**src/design/lost_pkg.sv**
```systemverilog
// Package for the LRU open-slot table: sizes, state and status codes,
// controller/datapath command and status structs. No dependencies.
`default_nettype none

package lost_pkg;

    localparam int SLOTS       = 8;
    localparam int FIRST_ALLOC = 2;
    localparam int IDX_W       = $clog2(SLOTS);
    localparam int KEY_W       = 32;
    localparam int STAMP_W     = 32;
    localparam int SLOT_W      = 3;
    localparam int STATUS_W    = 2;
    localparam int S_DATA_W    = 32;  // rel_key
    localparam int M_DATA_W    = 40;  // slot, victim_key, zero fill

    localparam logic [IDX_W-1:0] FIRST_IDX = IDX_W'(FIRST_ALLOC);
    localparam logic [IDX_W-1:0] LAST_IDX  = IDX_W'(SLOTS - 1);

    typedef logic [IDX_W-1:0] idx_t;

    typedef enum logic [STATUS_W-1:0] {
        STAT_HIT      = 2'd0,
        STAT_FILL     = 2'd1,
        STAT_EVICT    = 2'd2,
        STAT_NOTFOUND = 2'd3
    } status_t;

    typedef enum logic [1:0] {
        S_IDLE,
        S_SCAN,
        S_DRAIN,
        S_COMMIT
    } state_t;

    typedef struct packed {
        logic start;   // capture request, restart scan
        logic rd;      // read slot at scan index, advance index
        logic commit;  // apply update, load result register
    } dp_cmd_t;

    typedef struct packed {
        logic rd_last;   // scan index at final slot
        logic out_free;  // result register can take a new transaction
    } dp_sts_t;

    // Low bits of a slot index as carried in the result
    function automatic logic [SLOT_W-1:0] slot_field(input idx_t idx);
        logic [IDX_W+SLOT_W-1:0] w;
        w = {{SLOT_W{1'b0}}, idx};
        return w[SLOT_W-1:0];
    endfunction

endpackage

`default_nettype wire

```
**src/design/lost_ctrl.sv**
```systemverilog
// Controller FSM for the LRU open-slot table: sequences accept, slot scan,
// pipeline drain and commit. Depends on lost_pkg.
`default_nettype none

module lost_ctrl
    import lost_pkg::*;
(
    input  wire      aclk,
    input  wire      aresetn,
    input  wire      s_tvalid,
    output logic     s_tready,
    input  dp_sts_t  sts,
    output dp_cmd_t  cmd
);

    state_t state_reg, state_next;

    always_ff @(posedge aclk) begin
        if (!aresetn) begin
            state_reg <= S_IDLE;
        end else begin
            state_reg <= state_next;
        end
    end

    always_comb begin
        state_next = state_reg;
        case (state_reg)
            S_IDLE: begin
                if (s_tvalid) state_next = S_SCAN;
            end
            S_SCAN: begin
                if (sts.rd_last) state_next = S_DRAIN;
            end
            S_DRAIN: begin
                state_next = S_COMMIT;
            end
            S_COMMIT: begin
                if (sts.out_free) state_next = S_IDLE;
            end
            default: begin
                state_next = S_IDLE;
            end
        endcase
    end

    always_comb begin
        s_tready   = 1'b0;
        cmd.start  = 1'b0;
        cmd.rd     = 1'b0;
        cmd.commit = 1'b0;
        case (state_reg)
            S_IDLE: begin
                s_tready  = 1'b1;
                cmd.start = s_tvalid;
            end
            S_SCAN: begin
                cmd.rd = 1'b1;
            end
            S_COMMIT: begin
                cmd.commit = sts.out_free;
            end
            default: begin
            end
        endcase
    end

endmodule

`default_nettype wire

```
**src/design/lost_dp.sv**
```systemverilog
// Datapath for the LRU open-slot table: key and stamp memories, valid bits,
// stamp counter, scan evaluation and result register. Depends on lost_pkg.
`default_nettype none

module lost_dp
    import lost_pkg::*;
(
    input  wire                     aclk,
    input  wire                     aresetn,
    input  wire  [KEY_W-1:0]        rel_key,
    input  wire                     rel_exists,
    input  dp_cmd_t                 cmd,
    output dp_sts_t                 sts,
    output logic                    m_tvalid,
    input  wire                     m_tready,
    output logic [M_DATA_W-1:0]     m_tdata,
    output logic [STATUS_W-1:0]     m_tuser
);

    // storage
    logic [KEY_W-1:0]   key_mem   [SLOTS];
    logic [STAMP_W-1:0] stamp_mem [SLOTS];
    logic [SLOTS-1:0]   valid_reg, valid_next;
    logic [STAMP_W-1:0] counter_reg, counter_next;

    // request
    logic [KEY_W-1:0]   key_reg;
    logic               exists_reg;

    // scan pipeline
    idx_t               rd_idx_reg;
    idx_t               eval_idx_reg;
    logic               eval_vld_reg;
    logic [KEY_W-1:0]   key_rd_reg;
    logic [STAMP_W-1:0] stamp_rd_reg;

    // scan results
    logic               hit_found_reg, hit_found_next;
    idx_t               hit_idx_reg, hit_idx_next;
    logic               free_found_reg, free_found_next;
    idx_t               free_idx_reg, free_idx_next;
    logic [STAMP_W-1:0] least_reg, least_next;
    idx_t               least_idx_reg, least_idx_next;
    logic [KEY_W-1:0]   victim_reg, victim_next;

    // commit
    status_t            cm_status;
    idx_t               cm_idx;
    logic [KEY_W-1:0]   cm_victim;
    logic               wr_en;
    logic               set_valid;

    // result register
    logic               m_tvalid_reg;
    logic [M_DATA_W-1:0] m_tdata_reg;
    logic [STATUS_W-1:0] m_tuser_reg;

    assign sts.rd_last  = (rd_idx_reg == LAST_IDX);
    assign sts.out_free = !m_tvalid_reg || m_tready;

    // memories: one write and one registered read per cycle
    always_ff @(posedge aclk) begin
        if (wr_en) key_mem[cm_idx] <= key_reg;
        if (cmd.rd) key_rd_reg <= key_mem[rd_idx_reg];
    end

    always_ff @(posedge aclk) begin
        if (wr_en) stamp_mem[cm_idx] <= counter_next;
        if (cmd.rd) stamp_rd_reg <= stamp_mem[rd_idx_reg];
    end

    // scan index and eval pipeline
    always_ff @(posedge aclk) begin
        if (!aresetn) begin
            eval_vld_reg <= 1'b0;
        end else begin
            eval_vld_reg <= cmd.rd;
        end
        if (cmd.start) begin
            rd_idx_reg <= '0;
        end else if (cmd.rd) begin
            rd_idx_reg <= rd_idx_reg + idx_t'(1);
        end
        eval_idx_reg <= rd_idx_reg;
        if (cmd.start) begin
            key_reg    <= rel_key;
            exists_reg <= rel_exists;
        end
    end

    // per-slot evaluation: first hit; first free and least stamp from FIRST_IDX up (ties to lowest)
    always_comb begin
        hit_found_next  = hit_found_reg;
        hit_idx_next    = hit_idx_reg;
        free_found_next = free_found_reg;
        free_idx_next   = free_idx_reg;
        least_next      = least_reg;
        least_idx_next  = least_idx_reg;
        victim_next     = victim_reg;
        if (cmd.start) begin
            hit_found_next  = 1'b0;
            free_found_next = 1'b0;
        end else if (eval_vld_reg) begin
            if (!hit_found_reg && valid_reg[eval_idx_reg] && (key_rd_reg == key_reg)) begin
                hit_found_next = 1'b1;
                hit_idx_next   = eval_idx_reg;
            end
            if (eval_idx_reg >= FIRST_IDX) begin
                if (!free_found_reg && !valid_reg[eval_idx_reg]) begin
                    free_found_next = 1'b1;
                    free_idx_next   = eval_idx_reg;
                end
                if ((eval_idx_reg == FIRST_IDX) || (stamp_rd_reg < least_reg)) begin
                    least_next     = stamp_rd_reg;
                    least_idx_next = eval_idx_reg;
                    victim_next    = key_rd_reg;
                end
            end
        end
    end

    always_ff @(posedge aclk) begin
        if (!aresetn) begin
            hit_found_reg  <= 1'b0;
            free_found_reg <= 1'b0;
        end else begin
            hit_found_reg  <= hit_found_next;
            free_found_reg <= free_found_next;
        end
        hit_idx_reg   <= hit_idx_next;
        free_idx_reg  <= free_idx_next;
        least_reg     <= least_next;
        least_idx_reg <= least_idx_next;
        victim_reg    <= victim_next;
    end

    // decision at commit
    always_comb begin
        cm_victim = '0;
        set_valid = 1'b0;
        if (hit_found_reg) begin
            cm_status = STAT_HIT;
            cm_idx    = hit_idx_reg;
        end else if (!exists_reg) begin
            cm_status = STAT_NOTFOUND;
            cm_idx    = '0;
        end else if (free_found_reg) begin
            cm_status = STAT_FILL;
            cm_idx    = free_idx_reg;
            set_valid = cmd.commit;
        end else begin
            cm_status = STAT_EVICT;
            cm_idx    = least_idx_reg;
            cm_victim = victim_reg;
            set_valid = cmd.commit;
        end
        wr_en = cmd.commit && (cm_status != STAT_NOTFOUND);
    end

    always_comb begin
        valid_next   = valid_reg;
        counter_next = counter_reg + STAMP_W'(1);
        if (set_valid) valid_next[cm_idx] = 1'b1;
    end

    always_ff @(posedge aclk) begin
        if (!aresetn) begin
            valid_reg   <= '0;
            counter_reg <= '0;
        end else begin
            valid_reg <= valid_next;
            if (wr_en) counter_reg <= counter_next;
        end
    end

    // result register
    always_ff @(posedge aclk) begin
        if (!aresetn) begin
            m_tvalid_reg <= 1'b0;
        end else if (cmd.commit) begin
            m_tvalid_reg <= 1'b1;
        end else if (m_tready) begin
            m_tvalid_reg <= 1'b0;
        end
        if (cmd.commit) begin
            m_tdata_reg <= M_DATA_W'({cm_victim, slot_field(cm_idx)});
            m_tuser_reg <= cm_status;
        end
    end

    assign m_tvalid = m_tvalid_reg;
    assign m_tdata  = m_tdata_reg;
    assign m_tuser  = m_tuser_reg;

endmodule

`default_nettype wire

```
**src/design/lru_open_slot_table.sv**
```systemverilog
// Top level of the LRU open-slot table: joins controller and datapath.
// Depends on lost_pkg, lost_ctrl and lost_dp.
//
// Usage
//   Slave channel (s_): one open request per transaction. s_tdata carries
//   rel_key, s_tuser carries rel_exists.
//   Master channel (m_): one result per request. m_tuser carries status
//   (hit, filled free slot, evicted and filled, not found); m_tdata carries
//   slot index (low 3 bits) and victim_key.
//   Sequence: after the accepting edge the controller scans every slot of the
//   key/stamp memories through their single registered read port, then
//   passes through a drain state and a commit state before m_tvalid rises.
//   Requests are handled one at a time; s_tready is high only between
//   requests, so a new request is taken only after the last one commits.
//   Reset: valid bits and the stamp counter clear; key and stamp memories
//   are not cleared, as only valid entries are ever consulted.
//   Stall: a result waits in the output register while m_tready is low; a
//   new request is still accepted and scanned, and its commit waits until
//   the output register frees.
`default_nettype none

module lru_open_slot_table
    import lost_pkg::*;
(
    input  wire                     aclk,
    input  wire                     aresetn,
    input  wire                     s_tvalid,
    output logic                    s_tready,
    input  wire  [S_DATA_W-1:0]     s_tdata,   // [31:0] rel_key
    input  wire                     s_tuser,   // [0] rel_exists
    output logic                    m_tvalid,
    input  wire                     m_tready,
    output logic [M_DATA_W-1:0]     m_tdata,   // [2:0] slot, [34:3] victim_key, zero fill
    output logic [STATUS_W-1:0]     m_tuser    // [1:0] status
);

    dp_cmd_t cmd;
    dp_sts_t sts;

    lost_ctrl u_ctrl (
        .aclk     (aclk),
        .aresetn  (aresetn),
        .s_tvalid (s_tvalid),
        .s_tready (s_tready),
        .sts      (sts),
        .cmd      (cmd)
    );

    lost_dp u_dp (
        .aclk       (aclk),
        .aresetn    (aresetn),
        .rel_key    (s_tdata),
        .rel_exists (s_tuser),
        .cmd        (cmd),
        .sts        (sts),
        .m_tvalid   (m_tvalid),
        .m_tready   (m_tready),
        .m_tdata    (m_tdata),
        .m_tuser    (m_tuser)
    );

    // one request in flight: no accept straight after an accept
    a_single_flight: assert property (@(posedge aclk) disable iff (!aresetn)
        (s_tvalid && s_tready) |=> !s_tready)
        else $error("request accepted while previous one in flight");

    // commit only when the result register can take it
    a_commit_free: assert property (@(posedge aclk) disable iff (!aresetn)
        cmd.commit |-> sts.out_free)
        else $error("commit while result register occupied");

    // not found carries zero slot and victim
    a_notfound_zero: assert property (@(posedge aclk) disable iff (!aresetn)
        (m_tvalid && (m_tuser == STAT_NOTFOUND)) |-> (m_tdata == '0))
        else $error("not-found result with non-zero payload");

    // only an eviction reports a victim key
    a_victim_evict: assert property (@(posedge aclk) disable iff (!aresetn)
        (m_tvalid && ((m_tuser == STAT_HIT) || (m_tuser == STAT_FILL)))
            |-> (m_tdata[M_DATA_W-1:SLOT_W] == '0))
        else $error("victim key reported without eviction");

endmodule

`default_nettype wire
```
**config.mk**
```make
export PLATFORM = sky130hd
export DESIGN_NAME = lru_open_slot_table
export DESIGN_NICKNAME = d
export VERILOG_FILES = /design/src/design/lost_pkg.sv /design/src/design/lost_ctrl.sv /design/src/design/lost_dp.sv /design/src/design/lru_open_slot_table.sv
export SDC_FILE = /design/constraint.sdc
export NUM_CORES = 1
export LEC_CHECK = 0
export ABC_AREA = 1
export BUFFER_PORTS_ARGS = -buffer_cell sky130_fd_sc_hd__buf_2
export CORE_ASPECT_RATIO = 1.75
export CORE_MARGIN = 5
export CORE_UTILIZATION = 59
export CTS_CLUSTER_DIAMETER = 100
export DETAILED_ROUTE_END_ITERATION = 12
export PLACE_DENSITY = 0.8
export SLEW_MARGIN = 10
export SYNTH_ARGS = -nofsm -noshare
export SYNTH_HDL_FRONTEND = slang
export SYNTH_SLANG_ARGS = --single-unit
```
**constraint.sdc**
```tcl
create_clock -name aclk -period 11.6 [get_ports aclk]
set_input_delay 1.16 -clock aclk [delete_from_list [all_inputs] [get_ports aclk]]
set_output_delay 1.16 -clock aclk [all_outputs]
set_load 0.02 [all_outputs]
```
# Word level (Yosys, flattened, before mapping)

Memories as Yosys holds them, arrays and structs flattened. A register that Yosys moved wholly into a read port is not among the register bits.
Cells that the tools add are included.

Register bits after elaboration: 195
RAM bits: 512
Input port bits: 37
Output and inout bits: 44
Logic and storage cells: 87
Memories: 2

Add/subtract/negate cells: 2
Order comparisons: 5
Equality and inequality tests: 10
Muxes and demuxes: 24
Bitwise gates (word level): 4
Reduce and logical (&&, ||, !) cells: 21

Memory list:

| name           | depth | bits a word | rd ports | clocked after memory_dff | wr ports | line          | text |
|---|---|---|---|---|---|---|---|
| u_dp.key_mem   | 8     | 32          | 1        | 1                        | 1        | lost_dp.sv:21 | `logic [KEY_W-1:0] key_mem [SLOTS];` |
| u_dp.stamp_mem | 8     | 32          | 1        | 1                        | 1        | lost_dp.sv:22 | `logic [STAMP_W-1:0] stamp_mem [SLOTS];` |

Operators by type and width:

| cell                                                                  | count |
|---|---|
| 32-bit by 1-bit adder with 32-bit output, second input constant       | 1 |
| 32-bit == test                                                        | 1 |
| 32-bit < comparator                                                   | 1 |
| 1-bit two-way mux                                                     | 12 |
| 2-bit two-way mux                                                     | 6 |
| 3-bit two-way mux                                                     | 3 |
| 3-bit AND reduction                                                   | 3 |
| 3-bit by 4-bit < comparator with 1-bit output, second input constant  | 2 |
| 8-bit OR                                                              | 1 |
| 2-bit one-hot mux with 4 select lines                                 | 1 |
| 4-bit AND reduction                                                   | 2 |
| 2-bit != test, second input constant                                  | 3 |
| 1-bit logical AND                                                     | 5 |
| 2-bit == test, second input constant                                  | 2 |
| 1-bit logical NOT                                                     | 4 |
| 3-bit by 1-bit adder with 3-bit output, second input constant         | 1 |
| 1-bit binary-select mux with 3-bit select                             | 1 |
| 1-bit demux with 3-bit select                                         | 1 |
| 3-bit by 2-bit == test with 1-bit output, second input constant       | 1 |
| 3-bit == test, second input constant                                  | 1 |
| 3-bit by 1-bit >= comparator with 1-bit output, second input constant | 1 |
| 3-bit by 2-bit >= comparator with 1-bit output, second input constant | 1 |
| 1-bit inverter                                                        | 3 |
| 3-bit OR reduction                                                    | 1 |
| 7 further kinds                                                       | 8 |

# Longest topological paths before layout

Depth after elaboration: 8
Mapped depth: 13
Depth with buffers taken out: 13

# Cells and area by module

From an unflattened synthesis, not the netlist that was laid out.

Cell total of the unflattened synthesis: 2466
Area total of the unflattened synthesis: 30852.1 µm²

By module, submodules not included:

| module    | times used | cells each | area an instance (µm²) |
|---|---|---|---|
| lost_dp   | 1          | 2438       | 30668.2 |
| lost_ctrl | 1          | 28         | 183.9 |

# Least setup slack after synthesis

OpenSTA, ideal clock, no wires.

Path type: input -> register
From: input m_tready
To: memory u_dp.key_mem[1][0], enable pin
Library setup time: 0.644 ns
Arrival: 8.001 ns
Data required time: 10.956 ns
Slack: 2.955 ns
Cell stages on the path: 7
Buffers on the path: 1
Cells stage by stage: inv_1 > nand2_1 > nand2_1 > a21oi_1 > inv_2 > clkbuf_1 > nor4_1

Longest elaborated chain between the ends: 5

RTL lines:

| element                                 | line                      | text |
|---|---|---|
| start, declared                         | lru_open_slot_table.sv:32 | `input wire m_tready,` |
| 1-bit logical OR                        | lost_dp.sv:59             | `assign sts.out_free = !m_tvalid_reg \|\| m_tready;` |
| 1-bit two-way mux                       | lost_ctrl.sv:52           | `case (state_reg)` |
| 1-bit logical AND                       | lost_dp.sv:157            | `wr_en = cmd.commit && (cm_status != STAT_NOTFOUND);` |
| 1-bit two-way mux                       | lost_dp.sv:63             | `if (wr_en) key_mem[cm_idx] <= key_reg;` |
| 1-bit two-way mux (not written as such) | lost_dp.sv:63             |  |
| end, declared                           | lost_dp.sv:21             |  |

No other way between the ends.

# Worst setup path in the final report

From: input m_tready
To: memory u_dp.key_mem[1][19], enable pin

The elaborated chain is that of the path after synthesis.

==> metrics.md <==
| Metric | Value |
|---|---|
| Status | complete, no violations |
| Htree depth | 2 |
| Ys Warns | 0 |
| I/O Pins | 81 |
| Final Max Slew Viols | 0 |
| Core Region | roughly 50000 um2 |
| Cells after Synth | ~2400 |
| Finish-stage setup viols | 0 |
| Drt pass-1 iters | 5 |
| EDFF count, synth | roughly 700 |
| MaxCap Viol Count | 0 |
| Critical Path RT | 11830 ps |
| Count of state elements after synthesis | 771 |
| DR vias/cell | ~6 |
| P_leak | 0.01194 uW |
| Dpl cell area | 31490 um2 |
| Async SR Flop Fraction | 0% |
| Post-route ant nets | 0 |
| CP Capture Type | register |
| Slew @ Worst Pin | 1207 ps |
| Clk root buf | clkbuf_16 |
| Antenna violations before repair | 2 |
| Post-Route WL | 69160 um |
| Filler instances | 3394 |
| # Post-CTS Setup Buffers | 0 |
| Post-route cell area | roughly 34000 um2 |
| CTS clk-pin slew, worst paths | 70 ps |
| Layout Area Growth over Synthesis | 10.48% |
| CP Max Fanout | between 60 and 70 |
| Most frequent cells in the layout | edfxtp_1 (719), nor2_1 (523), o21ai_0 (293), inv_1 (184), nand2_1 (127) |
| Setup TNS Final | 0 ps |
| Grt ovf | 0 |
| Clock buffer depth | 3 |
| CP Class | in2reg |
| Achievable frequency | about 250 MHz |
| Top FF cell, synth | edfxtp_1 |
| Syn_area_per_cell | between 10 and 15 um2 |
| Share of layout cells above drive strength 1 | 10.26% |
| Synth Cell Area | just over 30000 um2 |
| Die Span X | roughly 180 um |
| Crit path DAT | approximately 4200 ps |
| VDD IR max | 0.1562 mV |
| Fin. Hold Viols | 0 |
| Vert. Die Dim | between 300 and 400 um |
| RSZ-0062 raised after global routing | no |
| Critical path startpoint category | primary input |
| DRC violations left | 0 |
| Cell variety after synth | 41 |
| Post-CTS Resized | 0 |
| Part of the Yosys area used for sequential elements | around 74% |
| Hold slack | 422.3 ps |
| Clk_skew | 21.01 ps |
| Port buffer count | 75 |
| First-pass GRT wire length | approximately 110000 um |
| Avg WL per Cell | about 22 um |
| RePlAce Congestion | 0.8646 |
| Cell Rows | 110 |
| Crit share post-route | between 30% and 40% |
| Starting DRT DRC Count | approximately 2200 |
| Relative slew slack | 19.43% |
| Commonest non-fill, non-tap cell in the layout | edfxtp_1 |
| DP HPWL | roughly 41000 um |
| Vias in the first global route | between 15000 and 20000 |
| Area of the die | 56480 um2 |
| Largest net degree at the start of global routing | about 100 |
| TritonCTS buffer count | 60 |
| Layout Nets | 2539 |
| Power Density | roughly 220 nW/um2 |
| GRT Total Usage | between 20% and 30% |
| Tmin final | between 3000 and 4000 ps |
| Diode count | 0 |
| Worst skew pair latency | roughly 620 ps |
| Initial core utilization | ~60% |
| Hold buffers post-CTS | 0 |
| Worst hold path type | reg2reg |
| Sink Count | a little under 800 |
| CTS tree | done |
| Via count | approximately 19000 |
==> power by group <==
group / internal [uW] / switching, uW / total, uW / leakage, uW
logic: 443 / 1170 / 1610 / 0.00389
clock network: 1290 / 941 / 2230 / 0.00106
registers: 3420 / 201 / 3620 / 0.00700
==> final timing paths <==
check                                                     end                       startpoint  cells after the start  slack [ps]
worst max-delay path            u_dp.key_mem[1][19]$_DFFE_PP_                         m_tready                      8        7630
worst min-delay path             u_dp.eval_idx_reg[2]$_DFF_P_  u_dp.rd_idx_reg[2]$_SDFFE_PP0P_                      0         420
worst max register to register   u_dp.least_reg[27]$_DFFE_PP_  u_dp.stamp_rd_reg[27]$_DFFE_PP_                      9        7750
worst min register to register   u_dp.eval_idx_reg[2]$_DFF_P_  u_dp.rd_idx_reg[2]$_SDFFE_PP0P_                      0         420
==> through the flow <==
step	total power [uW]	instances	utilization [%]	setup slack (ps)
finish	7461	3186	65.59	7626
global route	7773	3186	65.59	7363
floorplan	4709	2417	-	2955
CTS	7467	3186	65.59	7697
global placement	5172	3074	61.33	7169
detailed placement	5263	3074	61.34	7067
==> layer usage <==
layer,vias up,part of all wire [%],track usage (%)
li1,8638,-,-
met1,9258,34,27.73
met2,949,53,42.84
met3,208,6.8,2.737
met4,2,6.2,13.69
met5,-,0.014,0
==> cell usage after synthesis (3+ instances only) <==
| master | number | share of area [%] |
|---|---|---|
| nand3_1 | 28 | 0.46 |
| o22ai_1 | 71 | 1.5 |
| a21oi_1 | 60 | 0.99 |
| nand4_1 | 15 | 0.31 |
| nand2_1 | 127 | 1.6 |
| buf_4 | 8 | 0.20 |
| nor3_2 | 7 | 0.23 |
| xor2_1 | 25 | 0.72 |
| o21a_1 | 3 | 0.074 |
| nor3_1 | 21 | 0.34 |
| edfxtp_1 | 719 | 71 |
| o21ai_1 | 14 | 0.23 |
| buf_2 | 36 | 0.59 |
| ha_1 | 38 | 1.6 |
| clkbuf_1 | 65 | 0.80 |
| inv_1 | 188 | 2.3 |
| a31oi_1 | 65 | 1.3 |
| nand3_2 | 4 | 0.13 |
| nor2_1 | 523 | 6.4 |
| xnor2_1 | 5 | 0.14 |
| dfxtp_1 | 52 | 3.4 |
| inv_2 | 7 | 0.086 |
| nor2_4 | 3 | 0.11 |
| buf_1 | 9 | 0.11 |
| o21ai_0 | 293 | 4.8 |
| nor4_1 | 4 | 0.082 |
| nor2_2 | 4 | 0.082 |
==> worst max-delay path, cell delays in order <==
cell,delay [ps]
buf_2,80
inv_1,60
nand2_1,90
nand2_1,100
a21oi_1,790
inv_2,690
nor4_2,440
buf_4,730
==> logic make-up (layout without fill, tap and decap cells) <==
kind of cell | Yosys count | count (layout) | synth area share (%)
DFF | 771 | 771 | 74.26
xor gates and xnor gates | 30 | 30 | 0.8621
and+or+nand+nor | 744 | 744 | 10.05
buffers and inverters | 313 | 410 | 4.101
other | 1 | 5 | 0.01230
adders and majority gates | 38 | 38 | 1.560
AOI/OAI and AO/OA | 516 | 516 | 9.155
==> area by class of cell <==
class | instances | area (um2) | area share [%]
clock buffer | 75 | 1702 | 5.054
clock inverter | 37 | 479.2 | 1.423
inverter | 195 | 740.7 | 2.200
multi-input combinational | 1333 | 6684 | 19.85
sequential | 771 | 22640 | 67.24
tap | 672 | 840.8 | 2.497
timing repair buffer | 103 | 585.6 | 1.739
No activity file was read; power rests on OpenSTA's default activity.
